$ cat src/rtl/ddm_pkg.sv
`timescale 1ns / 1ps
`default_nettype none
// ============================================================================
// Differential drive mixer package
// Field widths, register codes, output limits and width helpers shared by
// the mixer pipeline, its interfaces and the top level.
// ============================================================================
package ddm_pkg;

    localparam int IN_W      = 16;
    localparam int OUT_W     = 17;
    localparam int BIAS_W    = 9;
    localparam int CFG_IDX_W = 1;

    // Configuration register indexes.
    localparam logic [CFG_IDX_W-1:0] REG_DRIVE_MODE = 1'd0;
    localparam logic [CFG_IDX_W-1:0] REG_DESAT_BIAS = 1'd1;

    // Drive mode codes.
    localparam logic DRIVE_ARCADE    = 1'b0;
    localparam logic DRIVE_CURVATURE = 1'b1;

    localparam logic [BIAS_W-1:0] BIAS_HALF = 9'd128;

    localparam logic signed [OUT_W-1:0] OUT_MAX = 17'sh0FFFF;
    localparam logic signed [OUT_W-1:0] OUT_MIN = 17'sh10000;

    typedef struct packed {
        logic valid;
        logic curv;
    } t_mix_ctl;

    // Full scale, 127 in the chosen fixed point format.
    function automatic longint full_scale(input int frac_bits);
        return longint'(127) << frac_bits;
    endfunction

    // Width of the curvature terms left = t + k and right = t - k.
    function automatic int a_width(input int frac_bits);
        int kw;
        kw = 25 - frac_bits;
        return ((kw + 1 > IN_W) ? kw + 1 : IN_W) + 1;
    endfunction

endpackage
`default_nettype wire

$ cat src/rtl/ddm_scale.sv
`timescale 1ns / 1ps
`default_nettype none
// ============================================================================
// Differential drive mixer, curvature normalization
// Finds the larger curvature magnitude and, when it passes full scale,
// divides both sides down with a pipelined restoring divider, one quotient
// bit per stage. Also picks the arcade or curvature result.
// ============================================================================
module ddm_scale #(
    parameter  int FRAC_BITS = 8,
    localparam int AW        = ddm_pkg::a_width(FRAC_BITS)
) (
    input  wire logic                              i_clk,
    input  wire logic                              i_rst_n,
    input  wire logic                              i_en,
    input  wire ddm_pkg::t_mix_ctl                 i_ctl,
    input  wire logic signed [ddm_pkg::OUT_W-1:0]  i_arc_l,
    input  wire logic signed [ddm_pkg::OUT_W-1:0]  i_arc_r,
    input  wire logic signed [AW-1:0]              i_a,
    input  wire logic signed [AW-1:0]              i_b,
    output      logic                              o_valid,
    output      logic signed [ddm_pkg::OUT_W-1:0]  o_left,
    output      logic signed [ddm_pkg::OUT_W-1:0]  o_right
);

    localparam longint FS = ddm_pkg::full_scale(FRAC_BITS);
    localparam int     Q  = $clog2(FS + 1);
    localparam int     NW = AW + Q;

    localparam logic signed [AW-1:0] A_MAX = AW'(65535);
    localparam logic signed [AW-1:0] A_MIN = AW'(-65536);

    typedef struct packed {
        logic              curv;
        logic              need;
        logic              sa;
        logic              sb;
        logic signed [16:0] a_sat;
        logic signed [16:0] b_sat;
        logic signed [16:0] arc_l;
        logic signed [16:0] arc_r;
    } t_side;

    // Magnitude stage.
    logic                 r_m_valid, r_m_curv;
    logic [AW-1:0]        r_m_am, r_m_bm;
    logic                 r_m_sa, r_m_sb;
    logic signed [16:0]   r_m_asat, r_m_bsat, r_m_arc_l, r_m_arc_r;

    // Divider stages; index 0 holds the numerators.
    logic                 r_vld  [0:Q];
    t_side                r_side [0:Q];
    logic [AW-1:0]        r_d    [0:Q];
    logic [NW-1:0]        r_rema [0:Q];
    logic [NW-1:0]        r_remb [0:Q];
    logic [Q-1:0]         r_qa   [0:Q];
    logic [Q-1:0]         r_qb   [0:Q];

    logic [AW-1:0]        n_m;
    logic signed [16:0]   n_asat, n_bsat;
    logic signed [16:0]   n_qa_s, n_qb_s, n_l, n_r;

    always_comb begin
        if (i_a > A_MAX) begin
            n_asat = ddm_pkg::OUT_MAX;
        end else if (i_a < A_MIN) begin
            n_asat = ddm_pkg::OUT_MIN;
        end else begin
            n_asat = i_a[16:0];
        end
        if (i_b > A_MAX) begin
            n_bsat = ddm_pkg::OUT_MAX;
        end else if (i_b < A_MIN) begin
            n_bsat = ddm_pkg::OUT_MIN;
        end else begin
            n_bsat = i_b[16:0];
        end
        n_m = (r_m_am >= r_m_bm) ? r_m_am : r_m_bm;
    end

    always_ff @(posedge i_clk) begin
        if (!i_rst_n) begin
            r_m_valid <= 1'b0;
            r_vld[0]  <= 1'b0;
        end else if (i_en) begin
            r_m_valid <= i_ctl.valid;
            r_vld[0]  <= r_m_valid;
        end
    end

    always_ff @(posedge i_clk) begin
        if (i_en) begin
            r_m_curv  <= i_ctl.curv;
            r_m_am    <= AW'(i_a[AW-1] ? -i_a : i_a);
            r_m_bm    <= AW'(i_b[AW-1] ? -i_b : i_b);
            r_m_sa    <= i_a[AW-1];
            r_m_sb    <= i_b[AW-1];
            r_m_asat  <= n_asat;
            r_m_bsat  <= n_bsat;
            r_m_arc_l <= i_arc_l;
            r_m_arc_r <= i_arc_r;

            r_side[0].curv  <= r_m_curv;
            r_side[0].need  <= 64'(n_m) > FS;
            r_side[0].sa    <= r_m_sa;
            r_side[0].sb    <= r_m_sb;
            r_side[0].a_sat <= r_m_asat;
            r_side[0].b_sat <= r_m_bsat;
            r_side[0].arc_l <= r_m_arc_l;
            r_side[0].arc_r <= r_m_arc_r;
            r_d[0]          <= n_m;
            // Numerator |value| * 127 << FRAC_BITS, as shift and subtract.
            r_rema[0] <= ((NW'(r_m_am) << 7) - NW'(r_m_am)) << FRAC_BITS;
            r_remb[0] <= ((NW'(r_m_bm) << 7) - NW'(r_m_bm)) << FRAC_BITS;
            r_qa[0]   <= '0;
            r_qb[0]   <= '0;
        end
    end

    for (genvar s = 0; s < Q; s++) begin : g_div
        localparam int J = Q - 1 - s;

        logic [NW-1:0] dsh;
        logic          ge_a, ge_b;
        logic [NW-1:0] n_rema, n_remb;
        logic [Q-1:0]  n_qa, n_qb;

        always_comb begin
            dsh    = NW'(r_d[s]) << J;
            ge_a   = r_rema[s] >= dsh;
            ge_b   = r_remb[s] >= dsh;
            n_rema = ge_a ? r_rema[s] - dsh : r_rema[s];
            n_remb = ge_b ? r_remb[s] - dsh : r_remb[s];
            n_qa    = r_qa[s];
            n_qa[J] = ge_a;
            n_qb    = r_qb[s];
            n_qb[J] = ge_b;
        end

        always_ff @(posedge i_clk) begin
            if (!i_rst_n) begin
                r_vld[s+1] <= 1'b0;
            end else if (i_en) begin
                r_vld[s+1] <= r_vld[s];
            end
        end

        always_ff @(posedge i_clk) begin
            if (i_en) begin
                r_side[s+1] <= r_side[s];
                r_d[s+1]    <= r_d[s];
                r_rema[s+1] <= n_rema;
                r_remb[s+1] <= n_remb;
                r_qa[s+1]   <= n_qa;
                r_qb[s+1]   <= n_qb;
            end
        end
    end

    // Apply the sign and saturate the quotients to the output range.
    always_comb begin
        if (!r_side[Q].sa && (64'(r_qa[Q]) > 64'd65535)) begin
            n_qa_s = ddm_pkg::OUT_MAX;
        end else if (r_side[Q].sa && (64'(r_qa[Q]) > 64'd65536)) begin
            n_qa_s = ddm_pkg::OUT_MIN;
        end else begin
            n_qa_s = r_side[Q].sa ? -$signed(17'(r_qa[Q])) : $signed(17'(r_qa[Q]));
        end
        if (!r_side[Q].sb && (64'(r_qb[Q]) > 64'd65535)) begin
            n_qb_s = ddm_pkg::OUT_MAX;
        end else if (r_side[Q].sb && (64'(r_qb[Q]) > 64'd65536)) begin
            n_qb_s = ddm_pkg::OUT_MIN;
        end else begin
            n_qb_s = r_side[Q].sb ? -$signed(17'(r_qb[Q])) : $signed(17'(r_qb[Q]));
        end

        if (!r_side[Q].curv) begin
            n_l = r_side[Q].arc_l;
            n_r = r_side[Q].arc_r;
        end else if (r_side[Q].need) begin
            n_l = n_qa_s;
            n_r = n_qb_s;
        end else begin
            n_l = r_side[Q].a_sat;
            n_r = r_side[Q].b_sat;
        end
    end

    assign o_valid = r_vld[Q];
    assign o_left  = n_l;
    assign o_right = n_r;

    // The side with the larger magnitude always lands exactly on full scale.
    a_full_scale_hit: assert property (@(posedge i_clk) disable iff (!i_rst_n)
        r_vld[Q] && r_side[Q].curv && r_side[Q].need
        |-> (r_qa[Q] == Q'(FS)) || (r_qb[Q] == Q'(FS)))
        else $error("normalized curvature item misses full scale");

    a_quot_bound: assert property (@(posedge i_clk) disable iff (!i_rst_n)
        r_vld[Q] && r_side[Q].curv && r_side[Q].need
        |-> (64'(r_qa[Q]) <= FS) && (64'(r_qb[Q]) <= FS))
        else $error("divider quotient above full scale");

endmodule
`default_nettype wire

$ cat config.mk
export PLATFORM = sky130hd
export DESIGN_NAME = ddm_scale
export DESIGN_NICKNAME = d
export VERILOG_FILES = /design/src/rtl/ddm_pkg.sv /design/src/rtl/ddm_scale.sv
export SDC_FILE = /design/constraint.sdc
export NUM_CORES = 2
export LEC_CHECK = 0
export ABC_AREA = 1
export BUFFER_PORTS_ARGS = -buffer_cell sky130_fd_sc_hd__buf_2
export CAP_MARGIN = 25
export CORE_MARGIN = 4
export CORE_UTILIZATION = 35
export CTS_CLUSTER_SIZE = 24
export DETAILED_ROUTE_END_ITERATION = 6
export GPL_ROUTABILITY_DRIVEN = 0
export PLACE_DENSITY = 0.58
export SYNTH_ARGS = -nofsm -noshare
export SYNTH_HDL_FRONTEND = slang
export SYNTH_SLANG_ARGS = --single-unit
$ cat constraint.sdc
create_clock -name i_clk -period 2.3 [get_ports i_clk]
set_input_delay 0.23 -clock i_clk [delete_from_list [all_inputs] [get_ports i_clk]]
set_output_delay 0.23 -clock i_clk [all_outputs]
set_load 0.005 [all_outputs]
==> reports/metrics.yaml <==
synthesis:
  synth_ff_type: "edfxtp_1"
  ys_seq_elements: 2639
  synth_area_leaders: "edfxtp_1, nand2_1, ha_1"
  synth_area_leader_cell: "edfxtp_1"
  synth_common_cells: "edfxtp_1, nand2_1, inv_1, nor2_1, a21oi_1"
  synth_area_per_cell_um2: 10.7
  synth_nets: 12800
  ys_warn_count: 0
  synth_edf_count: 2637
  synth_cells: 12000
  syn_area_um2: 129000
  ys_types: 70
  synthArstFlopShare_pct: 0
  synth.top_cell.area_share_pct: 61.2
  ys_seq_area_share_pct: 61.2
  yosysMostFrequentCell: "edfxtp_1"
floorplan:
  num_rows: 223
  die_y_um: 616
  die_x_um: 616
  start_util_pct: 35.1
  dieArea_um2: 380000
  pin_count: 112
  core_um2: 369000
sta:
  tightest_slew_ps: 804
  slew_viol_final: 0
  max_slew_margin_pct: 46.4
  setup_ws_ps: -975
  fmaxAchievable_mhz: 305
  fin_worst_skew_ps: 65.7
  rsz0062_at_grt: "yes"
  post-route-min-period_ps: 3280
  fin_crit_sh_pct: 142
  setup_viol_count_final: 623
  hold_viol_final: 0
setup_path:
  cp-start-kind: "flip-flop"
  critPathRequiredTime_ps: 2070
  worstSetupEndpointType: "output port"
  path_class: "flip-flop to output port"
  crit_fanout: 3
  crit_arrival_ps: 3050
grt:
  gr-total-overflow: 0
  grt_pass1_wl_um: 550000
  grt_pass1_vias: 100000
  track_usage_pct: 18.3
  grt_max_degree: 129
  antenna_found_initial: 7
pwr:
  ir_drop_mv: 0.630
  power.switching_mw: 75.0
  combPwrFrac_pct: 46.3
  powerDensity_nw_per_um2: 1130
  p_seq_share_pct: 33.2
  finalPower_mw: 214
  leakagePower_nw: 76.3
  switching_share_pct: 35.0
  clkPwrFrac_pct: 20.5
  intPower_mw: 139
route:
  drt_iter0_drc: 6627
  post_drt_wl_per_cell_um: 18.0
  firstDrtPassIters: 7
  ant_nets: 0
  drc: 3
  dr_wl_met3_um: 13600
  wirelength_um: 378000
  vias_per_cell: 4.85
  vias: 102000
  met2_length_um: 192000
  wl_met1_um: 149000
  routed.top_layer: "met5"
place:
  portBuffers: 111
  dp_cells: 19700
  dp_hpwl_um: 270000
clocking:
  path_clk_slew_ps: 60
  h-tree-depth: 5
  cts_tree: "done"
  clk_path_buf_depth: 4
  clkLatencyLatePin_ps: 860
  cts-root-buf: "clkbuf_16"
  numCtsBuffers: 281
  cts_sinks: 2639
cells_and_area:
  fin_util_pct: 51.2
  drive_gt1_share_pct: 41.1
  stdcell_count: 21000
  fin_nets: 16600
  syn2layout_area_growth_pct: 45.8
  nFillCells: 31100
worst_hold_path:
  hp-class: "input pin to flip-flop"
flow_run:
  cap_violations: 0
outcome:
  status: "finished, violations left"
  violations: "DRC, setup timing"
-- worst paths after layout --
check | from | to | slack (ps) | cells past startpoint
worst max-delay path | r_qb[7][16] | o_right[14] | -980 | 11
worst max register to register | r_d[0][76] | r_remb[2][58] | -340 | 13
worst min register to register | r_qa[1][28] | r_qa[2][13] | 390 | 0
worst min-delay path | i_arc_l[10] | r_m_arc_l[10] | 80 | 2
-- layout make-up --
| cell class | instances | area, µm² | share of cell area, % |
|---|---|---|---|
| multi-input combinational | 7894 | 57400 | 30.4 |
| antenna | 3 | 7.51 | 0.00398 |
| inverter | 1375 | 5450 | 2.89 |
| tap | 4950 | 6190 | 3.28 |
| timing repair buffer | 3635 | 31600 | 16.7 |
| timing repair inverter | 5 | 58.8 | 0.0312 |
| clock inverter | 140 | 1380 | 0.729 |
| sequential | 2639 | 79200 | 42.0 |
| clock buffer | 343 | 7460 | 3.95 |
-- metal layers --
metal | up-vias | GRT usage, %
met5 | - | 0
met4 | 2 | 9.39
met3 | 1078 | 1.86
met2 | 2587 | 32.9
met1 | 48300 | 21.6
li1 | 49700 | -
-- flip-flops by register name (all words and copies together) (netlist names) --
register / flops
r_d: 285
r_qa: 120
r_m_bsat: 17
r_m_arc_r: 17
r_m_am: 19
r_m_arc_l: 17
r_remb: 418
r_m_valid: 1
r_rema: 418
r_m_bm: 19
r_vld: 16
r_m_asat: 17
r_m_sa: 1
r_qb: 120
r_side: 1152
r_m_sb: 1
r_m_curv: 1
-- per-stage QoR --
stage	hold slack (ps)	setup TNS (ps)	worst slack (ps)	cell area [µm²]
2_1_floorplan	329	0	0.0906	129000
3_3_place_gp	400	-126220	-534	157000
3_5_place_dp	405	-139340	-548	157000
4_1_cts	4.14	-68820	-981	177000
5_1_grt	62.2	-154970	-1080	189000
6_report	75.2	-80510	-975	189000
-- kinds of logic (layout without fill, tap and decap cells) --
kind of cell             Yosys count  after routing  synth area share, %
buffers and inverters           1516           5498                 4.58
flip-flops                      2639           2639                 61.2
AND/OR/NAND/NOR                 4567           4567                 14.8
XOR/XNOR                         606            606                 4.10
adder cells (fa/ha/maj)          647            647                 6.42
other                              0              3                    0
AO/OA/AOI/OAI                   2074           2074                 8.89
-- worst max-delay path, cell delays in order (launching register included) --
cell and delay, ps:
edfxtp_1 450, inv_1 170, ha_4 170, nand4_1 250, inv_2 140, nand4_1 120, buf_4 180, o21ai_4 160
nor2_2 50, o221ai_2 220, nand2_2 120, buf_6 140
-- repair_timing --
action / CTS / global route
hold buffers: 87 / 0
endpoints found under the setup margin: 798 / 825
resized for setup: 1618 / 2244
pin swaps: 346 / 735
setup buffers: 359 / 365
hold endpoints to repair: 221 / 0
gates cloned: 60 / 43
-- power groups by stage --
stage                     Clock, mW  Sequential (mW)  Combinational (mW)
after floorplan                   0             68.0                40.8
after global routing           47.0             71.8                 108
after detailed placement          0             70.8                76.8
after global placement            0             70.7                76.1
final                          43.9             71.2                99.1
after CTS                      44.9             70.4                84.9
-- layout by cell type, fill, tap and decap left out, types with 43 or more instances in the layout --
| cell type | count |
|---|---|
| nand2_1 | 1920 |
| inv_4 | 43 |
| xor2_1 | 306 |
| a31oi_1 | 46 |
| o21ai_1 | 230 |
| inv_1 | 1001 |
| xnor2_1 | 274 |
| nand4_1 | 164 |
| ha_4 | 323 |
| nor2_1 | 821 |
| a21oi_1 | 416 |
| nand2_4 | 192 |
| ha_1 | 278 |
| buf_6 | 205 |
| clkbuf_1 | 53 |
| a21oi_2 | 308 |
| edfxtp_1 | 2637 |
| nand2_2 | 409 |
| clkbuf_16 | 321 |
| nor4_1 | 59 |
| o21bai_1 | 49 |
| a21o_1 | 83 |
| nor2_4 | 93 |
| o21ai_0 | 332 |
| nor3_1 | 93 |
| dlygate4sd3_1 | 87 |
| nand3b_1 | 49 |
| a21oi_4 | 65 |
| o21ai_2 | 311 |
| buf_12 | 154 |
| buf_4 | 2990 |
| or2_2 | 50 |
| inv_2 | 306 |
| buf_2 | 100 |
| nand3_2 | 76 |
| nor2_2 | 116 |
| nand3_1 | 382 |
Power figures use the tool's default switching activity.
