**config.mk**
```make
export PLATFORM = sky130hd
export DESIGN_NAME = ddm_mix
export DESIGN_NICKNAME = d
export VERILOG_FILES = /design/src/rtl/ddm_pkg.sv /design/src/rtl/ddm_mix.sv
export SDC_FILE = /design/constraint.sdc
export NUM_CORES = 2
export LEC_CHECK = 0
export BUFFER_PORTS_ARGS = -buffer_cell sky130_fd_sc_hd__buf_2
export CORE_UTILIZATION = 30
export DETAILED_ROUTE_END_ITERATION = 10
export PLACE_DENSITY = 0.44
export SETUP_SLACK_MARGIN = 0.05
export SYNTH_ARGS = -nofsm -noshare
export SYNTH_HDL_FRONTEND = slang
export SYNTH_SLANG_ARGS = --single-unit
```
**constraint.sdc**
```tcl
create_clock -name i_clk -period 9 [get_ports i_clk]
set_clock_uncertainty 0.15 [all_clocks]
set_input_delay 0 -clock i_clk [delete_from_list [all_inputs] [get_ports i_clk]]
set_output_delay 0 -clock i_clk [all_outputs]
set_load 0.01 [all_outputs]
```
**src/rtl/ddm_pkg.sv**
```systemverilog
`timescale 1ns / 1ps
`default_nettype none
// ============================================================================
// Differential drive mixer package
// Field widths, register codes, output limits and width helpers shared by
// the mixer pipeline, its interfaces and the top level.
// ============================================================================
package ddm_pkg;

    localparam int IN_W      = 16;
    localparam int OUT_W     = 17;
    localparam int BIAS_W    = 9;
    localparam int CFG_IDX_W = 1;

    // Configuration register indexes.
    localparam logic [CFG_IDX_W-1:0] REG_DRIVE_MODE = 1'd0;
    localparam logic [CFG_IDX_W-1:0] REG_DESAT_BIAS = 1'd1;

    // Drive mode codes.
    localparam logic DRIVE_ARCADE    = 1'b0;
    localparam logic DRIVE_CURVATURE = 1'b1;

    localparam logic [BIAS_W-1:0] BIAS_HALF = 9'd128;

    localparam logic signed [OUT_W-1:0] OUT_MAX = 17'sh0FFFF;
    localparam logic signed [OUT_W-1:0] OUT_MIN = 17'sh10000;

    typedef struct packed {
        logic valid;
        logic curv;
    } t_mix_ctl;

    // Full scale, 127 in the chosen fixed point format.
    function automatic longint full_scale(input int frac_bits);
        return longint'(127) << frac_bits;
    endfunction

    // Width of the curvature terms left = t + k and right = t - k.
    function automatic int a_width(input int frac_bits);
        int kw;
        kw = 25 - frac_bits;
        return ((kw + 1 > IN_W) ? kw + 1 : IN_W) + 1;
    endfunction

endpackage
`default_nettype wire

```
**src/rtl/ddm_mix.sv**
```systemverilog
`timescale 1ns / 1ps
`default_nettype none
// ============================================================================
// Differential drive mixer, mixing stages
// Seven register stages: arcade desaturation with fixed point quotients and
// the curvature turn term, giving the saturated arcade result and the raw
// curvature sums.
// ============================================================================
module ddm_mix #(
    parameter  int FRAC_BITS = 8,
    localparam int AW        = ddm_pkg::a_width(FRAC_BITS)
) (
    input  wire logic                              i_clk,
    input  wire logic                              i_rst_n,
    input  wire logic                              i_en,
    input  wire logic                              i_valid,
    input  wire logic signed [ddm_pkg::IN_W-1:0]   i_throttle,
    input  wire logic signed [ddm_pkg::IN_W-1:0]   i_turn,
    input  wire logic                              i_mode,
    input  wire logic [ddm_pkg::BIAS_W-1:0]        i_bias,
    output      ddm_pkg::t_mix_ctl                 o_ctl,
    output      logic signed [ddm_pkg::OUT_W-1:0]  o_arc_l,
    output      logic signed [ddm_pkg::OUT_W-1:0]  o_arc_r,
    output      logic signed [AW-1:0]              o_a,
    output      logic signed [AW-1:0]              o_b
);

    localparam longint FS     = ddm_pkg::full_scale(FRAC_BITS);
    localparam longint DEN    = FS * 256;
    localparam int     FMAG_W = $clog2(DEN + longint'(511 * 32768) + 1);
    localparam int     FX_W   = FMAG_W + 2;
    localparam int     PA     = 16 + FMAG_W;
    localparam int     N1     = PA - FRAC_BITS - 8;
    localparam int     S_A    = N1 + 7;
    localparam int     TP_W   = 2 * N1 + 1;
    localparam int     QA_W   = N1 - 6;
    localparam int     TQ_W   = QA_W + 1;
    localparam int     SM_W   = QA_W + 2;
    localparam int     PW     = 31 - FRAC_BITS;
    localparam int     S_K    = PW + 7;
    localparam int     KP_W   = 2 * PW + 1;
    localparam int     KW     = PW - 6;

    // Reciprocals of 127, exact for every value of the given width.
    localparam logic [N1:0] RECIP_A = (N1 + 1)'(((64'd1 << S_A) + 64'd126) / 64'd127);
    localparam logic [PW:0] RECIP_K = (PW + 1)'(((64'd1 << S_K) + 64'd126) / 64'd127);

    localparam logic signed [FX_W-1:0] DEN_S  = FX_W'(DEN);
    localparam logic signed [SM_W-1:0] SM_MAX = SM_W'(65535);
    localparam logic signed [SM_W-1:0] SM_MIN = SM_W'(-65536);

    // Stage 1: magnitudes, effective bias, mode.
    logic                  r1_valid, r1_curv;
    logic signed [15:0]    r1_t, r1_r;
    logic [15:0]           r1_at, r1_ar;
    logic [8:0]            r1_bias;
    // Stage 2: shrink factors and curvature product.
    logic                  r2_valid, r2_curv, r2_sat;
    logic signed [15:0]    r2_t, r2_r;
    logic [15:0]           r2_at, r2_ar;
    logic signed [FX_W-1:0] r2_ft, r2_fr;
    logic signed [32:0]    r2_p;
    // Stage 3: factor magnitudes and signs.
    logic                  r3_valid, r3_curv, r3_sat, r3_st, r3_sr, r3_sk;
    logic signed [15:0]    r3_t, r3_r;
    logic [15:0]           r3_at, r3_ar;
    logic [FMAG_W-1:0]     r3_ftm, r3_frm;
    logic [PW-1:0]         r3_pm;
    // Stage 4: products.
    logic                  r4_valid, r4_curv, r4_sat, r4_st, r4_sr, r4_sk;
    logic signed [15:0]    r4_t, r4_r;
    logic [PA-1:0]         r4_nm, r4_rm;
    logic [KP_W-1:0]       r4_kp;
    // Stage 5: reciprocal products.
    logic                  r5_valid, r5_curv, r5_sat, r5_st, r5_sr, r5_sk;
    logic signed [15:0]    r5_t, r5_r;
    logic [TP_W-1:0]       r5_tp, r5_rp;
    logic [KW-1:0]         r5_km;
    // Stage 6: signed terms.
    logic                  r6_valid, r6_curv;
    logic signed [TQ_W-1:0] r6_tq, r6_rq;
    logic signed [AW-1:0]  r6_a, r6_b;
    // Stage 7: saturated arcade result.
    logic                  r7_valid, r7_curv;
    logic signed [16:0]    r7_arc_l, r7_arc_r;
    logic signed [AW-1:0]  r7_a, r7_b;

    logic [15:0]           n1_at, n1_ar;
    logic                  n1_curv;
    logic [8:0]            n1_bias;
    logic [16:0]           n2_sum;
    logic [24:0]           n2_bp;
    logic signed [9:0]     n2_bc;
    logic signed [26:0]    n2_frp;
    logic [32:0]           n3_pabs;
    logic [QA_W-1:0]       n6_nt, n6_nr;
    logic signed [SM_W-1:0] n7_l, n7_r;

    always_comb begin
        n1_at   = i_throttle[15] ? 16'(-i_throttle) : 16'(i_throttle);
        n1_ar   = i_turn[15] ? 16'(-i_turn) : 16'(i_turn);
        n1_curv = (i_mode == ddm_pkg::DRIVE_CURVATURE) && (i_throttle != '0);
        // Curvature with zero throttle falls back to arcade at half bias.
        n1_bias = (i_mode == ddm_pkg::DRIVE_CURVATURE) ? ddm_pkg::BIAS_HALF : i_bias;

        n2_sum = {1'b0, r1_at} + {1'b0, r1_ar};
        n2_bp  = 25'(r1_bias) * 25'(r1_ar);
        n2_bc  = 10'sd256 - $signed({1'b0, r1_bias});
        n2_frp = 27'(n2_bc) * 27'($signed({1'b0, r1_at}));

        n3_pabs = r2_p[32] ? 33'(-r2_p) : 33'(r2_p);

        n6_nt = r5_tp[TP_W-1:S_A];
        n6_nr = r5_rp[TP_W-1:S_A];

        n7_l = SM_W'(r6_tq) + SM_W'(r6_rq);
        n7_r = SM_W'(r6_tq) - SM_W'(r6_rq);
    end

    always_ff @(posedge i_clk) begin
        if (!i_rst_n) begin
            r1_valid <= 1'b0;
            r2_valid <= 1'b0;
            r3_valid <= 1'b0;
            r4_valid <= 1'b0;
            r5_valid <= 1'b0;
            r6_valid <= 1'b0;
            r7_valid <= 1'b0;
        end else if (i_en) begin
            r1_valid <= i_valid;
            r2_valid <= r1_valid;
            r3_valid <= r2_valid;
            r4_valid <= r3_valid;
            r5_valid <= r4_valid;
            r6_valid <= r5_valid;
            r7_valid <= r6_valid;
        end
    end

    always_ff @(posedge i_clk) begin
        if (i_en) begin
            r1_curv <= n1_curv;
            r1_t    <= i_throttle;
            r1_r    <= i_turn;
            r1_at   <= n1_at;
            r1_ar   <= n1_ar;
            r1_bias <= n1_bias;

            r2_curv <= r1_curv;
            r2_t    <= r1_t;
            r2_r    <= r1_r;
            r2_at   <= r1_at;
            r2_ar   <= r1_ar;
            r2_sat  <= 64'(n2_sum) > FS;
            r2_ft   <= DEN_S - $signed(FX_W'(n2_bp));
            r2_fr   <= DEN_S - FX_W'(n2_frp);
            r2_p    <= 33'($signed({1'b0, r1_at})) * 33'(r1_r);

            r3_curv <= r2_curv;
            r3_sat  <= r2_sat;
            r3_t    <= r2_t;
            r3_r    <= r2_r;
            r3_at   <= r2_at;
            r3_ar   <= r2_ar;
            r3_ftm  <= FMAG_W'(r2_ft[FX_W-1] ? -r2_ft : r2_ft);
            r3_frm  <= FMAG_W'(r2_fr[FX_W-1] ? -r2_fr : r2_fr);
            r3_st   <= r2_t[15] ^ r2_ft[FX_W-1];
            r3_sr   <= r2_r[15] ^ r2_fr[FX_W-1];
            r3_pm   <= n3_pabs[30:FRAC_BITS];
            r3_sk   <= r2_p[32];

            r4_curv <= r3_curv;
            r4_sat  <= r3_sat;
            r4_st   <= r3_st;
            r4_sr   <= r3_sr;
            r4_sk   <= r3_sk;
            r4_t    <= r3_t;
            r4_r    <= r3_r;
            r4_nm   <= PA'(r3_at) * PA'(r3_ftm);
            r4_rm   <= PA'(r3_ar) * PA'(r3_frm);
            r4_kp   <= KP_W'(r3_pm) * KP_W'(RECIP_K);

            // The power of two part of the divisor is a shift ahead of the
            // reciprocal multiply by 127.
            r5_curv <= r4_curv;
            r5_sat  <= r4_sat;
            r5_st   <= r4_st;
            r5_sr   <= r4_sr;
            r5_sk   <= r4_sk;
            r5_t    <= r4_t;
            r5_r    <= r4_r;
            r5_tp   <= TP_W'(r4_nm[PA-1:FRAC_BITS+8]) * TP_W'(RECIP_A);
            r5_rp   <= TP_W'(r4_rm[PA-1:FRAC_BITS+8]) * TP_W'(RECIP_A);
            r5_km   <= r4_kp[KP_W-1:S_K];

            r6_curv <= r5_curv;
            if (r5_sat) begin
                r6_tq <= r5_st ? -$signed(TQ_W'(n6_nt)) : $signed(TQ_W'(n6_nt));
                r6_rq <= r5_sr ? -$signed(TQ_W'(n6_nr)) : $signed(TQ_W'(n6_nr));
            end else begin
                r6_tq <= TQ_W'(r5_t);
                r6_rq <= TQ_W'(r5_r);
            end
            if (r5_sk) begin
                r6_a <= AW'(r5_t) - $signed(AW'(r5_km));
                r6_b <= AW'(r5_t) + $signed(AW'(r5_km));
            end else begin
                r6_a <= AW'(r5_t) + $signed(AW'(r5_km));
                r6_b <= AW'(r5_t) - $signed(AW'(r5_km));
            end

            r7_curv <= r6_curv;
            r7_a    <= r6_a;
            r7_b    <= r6_b;
            if (n7_l > SM_MAX) begin
                r7_arc_l <= ddm_pkg::OUT_MAX;
            end else if (n7_l < SM_MIN) begin
                r7_arc_l <= ddm_pkg::OUT_MIN;
            end else begin
                r7_arc_l <= n7_l[16:0];
            end
            if (n7_r > SM_MAX) begin
                r7_arc_r <= ddm_pkg::OUT_MAX;
            end else if (n7_r < SM_MIN) begin
                r7_arc_r <= ddm_pkg::OUT_MIN;
            end else begin
                r7_arc_r <= n7_r[16:0];
            end
        end
    end

    assign o_ctl.valid = r7_valid;
    assign o_ctl.curv  = r7_curv;
    assign o_arc_l     = r7_arc_l;
    assign o_arc_r     = r7_arc_r;
    assign o_a         = r7_a;
    assign o_b         = r7_b;

endmodule
`default_nettype wire

```
==> reports/qor.json <==
{
  "final_min_period_over_clock_period": 0.8900,
  "rr_endpoint": "r2_fr[26]",
  "worstPathRequired_ns": 9.30,
  "maxSlewHeadroom": 0.1895,
  "grt_use_total": 0.1576,
  "synth_nets": 10360,
  "nets": 10480,
  "global_route.overflow_total": 0,
  "timing.critical_path.mode_cell": "fa_1",
  "reg2reg_from": "r1_bias[2]",
  "layout-area-overhead-vs-synth_pct": 10.42,
  "floorplan.io_pins": 120,
  "num_rows": 193,
  "cts_buffers": 89,
  "floorplan.initialDensity": 0.3017,
  "post_cts_resize_count": 0,
  "antenna_found_initial": 29,
  "worst_skew_pair_later_pin_latency_ns": 0.73,
  "setup.worst_path.class": "register to register",
  "r2r_slack_ns": 0.99,
  "viasPerCell": 4.570,
  "outcome": "completed",
  "cts.hold.buffers_added": 78,
  "maxCapViolations": 0,
  "whs_ns": 0.04085,
  "met3_usage": 0.01765,
  "port_buffers": 119,
  "grt_util_met1": 0.2164,
  "maxClockFrequency_ghz": 0.1248,
  "critPathMaxFanout": 20,
  "largest_net_degree_at_the_start_of_global_routing": 95,
  "layout_min_cycle_time_ns": 8.010,
  "layout_commonest_cell": "inv_1",
  "drt_iter0_drc": 2812,
  "cts.repair_timing.setup_buffer_count": 0,
  "post-synth-top-area-cell": "fa_1",
  "synthDistinctLibCells": 74,
  "post_synth_main_area_contributors": "fa_1, edfxtp_1, ha_1, inv_1, and2_1",
  "hpwl_mm": 172.1,
  "startpoint_type": "register",
  "clock_sinks": 713,
  "worstSetupEndpoint": "r2_fr[26]",
  "cts_root_buf": "clkbuf_16",
  "hold_viol_final": 0,
  "synth_async_sr_flop_share": 0,
  "core_area_mm2": 0.2767,
  "drive_above_1_share": 0.04696,
  "routed_wirelength_mm": 217.3,
  "synth_top_area_frac": 0.2757,
  "synth_flop_cell": "edfxtp_1",
  "grt_first_pass_wirelength_mm": 342.1,
  "h-tree-depth": 3,
  "finalInstanceArea_mm2": 0.09219,
  "postSynthRegisterBits": 713,
  "synth.yosys.seq_area_share": 0.2556,
  "timing.critical_path.slowest_cell_delay_ns": 0.56,
  "max_transition_viols_final": 0,
  "unrepaired_setup_endpoints_after_global_routing": "false",
  "synth_area_mm2": 0.08349,
  "syn-mean-instance-area_um2": 10.32,
  "setup-violations-final": 0,
  "synth_edf_count": 706,
  "crit_path_start": "r1_bias[2]",
  "critical_path_arrival_ns": 8.31,
  "place.gp.congestion": 0.8401,
  "ys.warnings.count": 0,
  "clock_tree.buffer_depth": 3,
  "firstDrtPassIters": 5,
  "vias": 54830,
  "detailed_place.area_mm2": 0.08844,
  "final_cell_mix": "inv_1, fa_1, ha_1",
  "grt_pass1_vias": 58860,
  "clock_transition_at_the_registers_of_the_reported_paths_ns": 0.06,
  "grtUsageMet2": 0.2640,
  "antenna_left": 0,
  "drt_drc_violations_left": 0,
  "chipWidth_um": 529.6,
  "tritoncts_clock_tree": "done",
  "worst_slew_pin_slew_ns": 1.216,
  "worst_r2r_path_depth": 26,
  "floorplan.die.height_um": 529.6,
  "timing.critical_path.to_type": "register",
  "crit_path_top_delay_cell": "fa_1",
  "dieArea_mm2": 0.2804,
  "busiest_grt_layer": "met2",
  "per_cell_routed_wire_length_um": 18.11,
  "setup_total_negative_slack_ns": 0,
  "synthesis.instances": 8091,
  "hold_class": "input pin to register"
}
==> worst max-delay path, delay by kind of cell, from the launching register on <==
kind	cells	cell delay, ns
DFF	1	0.35
and+or+nand+nor	6	1.53
adders and majority gates	6	2.95
buffers and inverters	4	0.57
xor gates and xnor gates	2	0.30
AOI/OAI and AO/OA	8	1.89
==> flip-flops by register name, summed over array words and instances, names as in the netlist, 20 cells and up <==
name	flops
r2_fr	26
r2_ft	26
r2_p	32
r3_frm	25
r3_ftm	25
r3_pm	23
r4_nm	25
r4_rm	25
r6_rq	20
r6_tq	20
==> per-layer routing <==
| layer | routed length, um | vias up |
|---|---|---|
| met4 | 4712 | 10 |
| met1 | 103000 | 27780 |
| li1 | - | 25940 |
| met2 | 102100 | 859 |
| met5 | 76 | - |
| met3 | 7345 | 246 |
==> cell type report <==
type	instances	area, um2
Timing Repair Buffer	287	2062
Clock inverter	60	663.1
Clock buffer	104	2283
Fill cell	28330	184500
Sequential cell	713	21340
Multi-Input combinational cell	5459	54950
Inverter	1661	6235
Antenna cell	7	17.52
Tap cell	3705	4636
==> Yosys cell counts (all sizes together), types with 6 or more instances <==
cell and n:
dfxtp 7, a21o 76, a31oi 18, o311ai 6, a21boi 8, o31ai 47
a21oi 234, a211oi 19, ha 1076, o21ai 190, edfxtp 706, mux2i 28
buf 16, fa 1150, and2 564, clkbuf 242, xnor2 262, nand2b 56
nand2 892, nor2b 70, nor4 17, o211ai 8, o21bai 32, a2111oi 7
inv 1661, or2 19, nor2 221, or4 27, o41ai 20, nor3 65
a211o 8, nand3 49, xor2 106, or3 27, nand4 31, and3 22
o21a 35
==> cells by family (layout without fill, tap and decap cells) <==
kind of cell | Yosys count | in the layout | share of synthesized area
mux | 31 | 31 | 0.003761
flops | 713 | 713 | 0.2556
other cells | 0 | 7 | 0
xor+xnor | 368 | 368 | 0.03860
buf+inv | 1919 | 2112 | 0.08641
fa+ha+maj | 2226 | 2226 | 0.4370
compound gates | 758 | 758 | 0.05683
simple gates | 2076 | 2076 | 0.1218
==> per-stage QoR <==
step | instances | util | setup slack, ns
2_1_floorplan | 8091 | - | 1.382
3_3_place_gp | 11750 | 0.3196 | 1.001
3_5_place_dp | 11750 | 0.3196 | 1.007
4_1_cts | 11990 | 0.3331 | 0.9421
5_1_grt | 11990 | 0.3331 | 0.4305
6_report | 12000 | 0.3331 | 0.9898
==> worst min path at each step <==
stage | from | endpoint | slack [ns] | cells after the start
global route | i_turn[13] | r1_r[13] | 0.01 | 2
finish | i_turn[13] | r1_r[13] | 0.04 | 2
floorplan | i_turn[0] | r1_r[0] | -0.05 | 0
global placement | i_turn[4] | r1_r[4] | 0.08 | 1
detailed placement | i_turn[4] | r1_r[4] | 0.08 | 1
CTS | i_turn[9] | r1_r[9] | 0.002 | 2
Power is not shown: default switching activity piles up to over one toggle a cycle in this logic, so the estimate is an artifact.
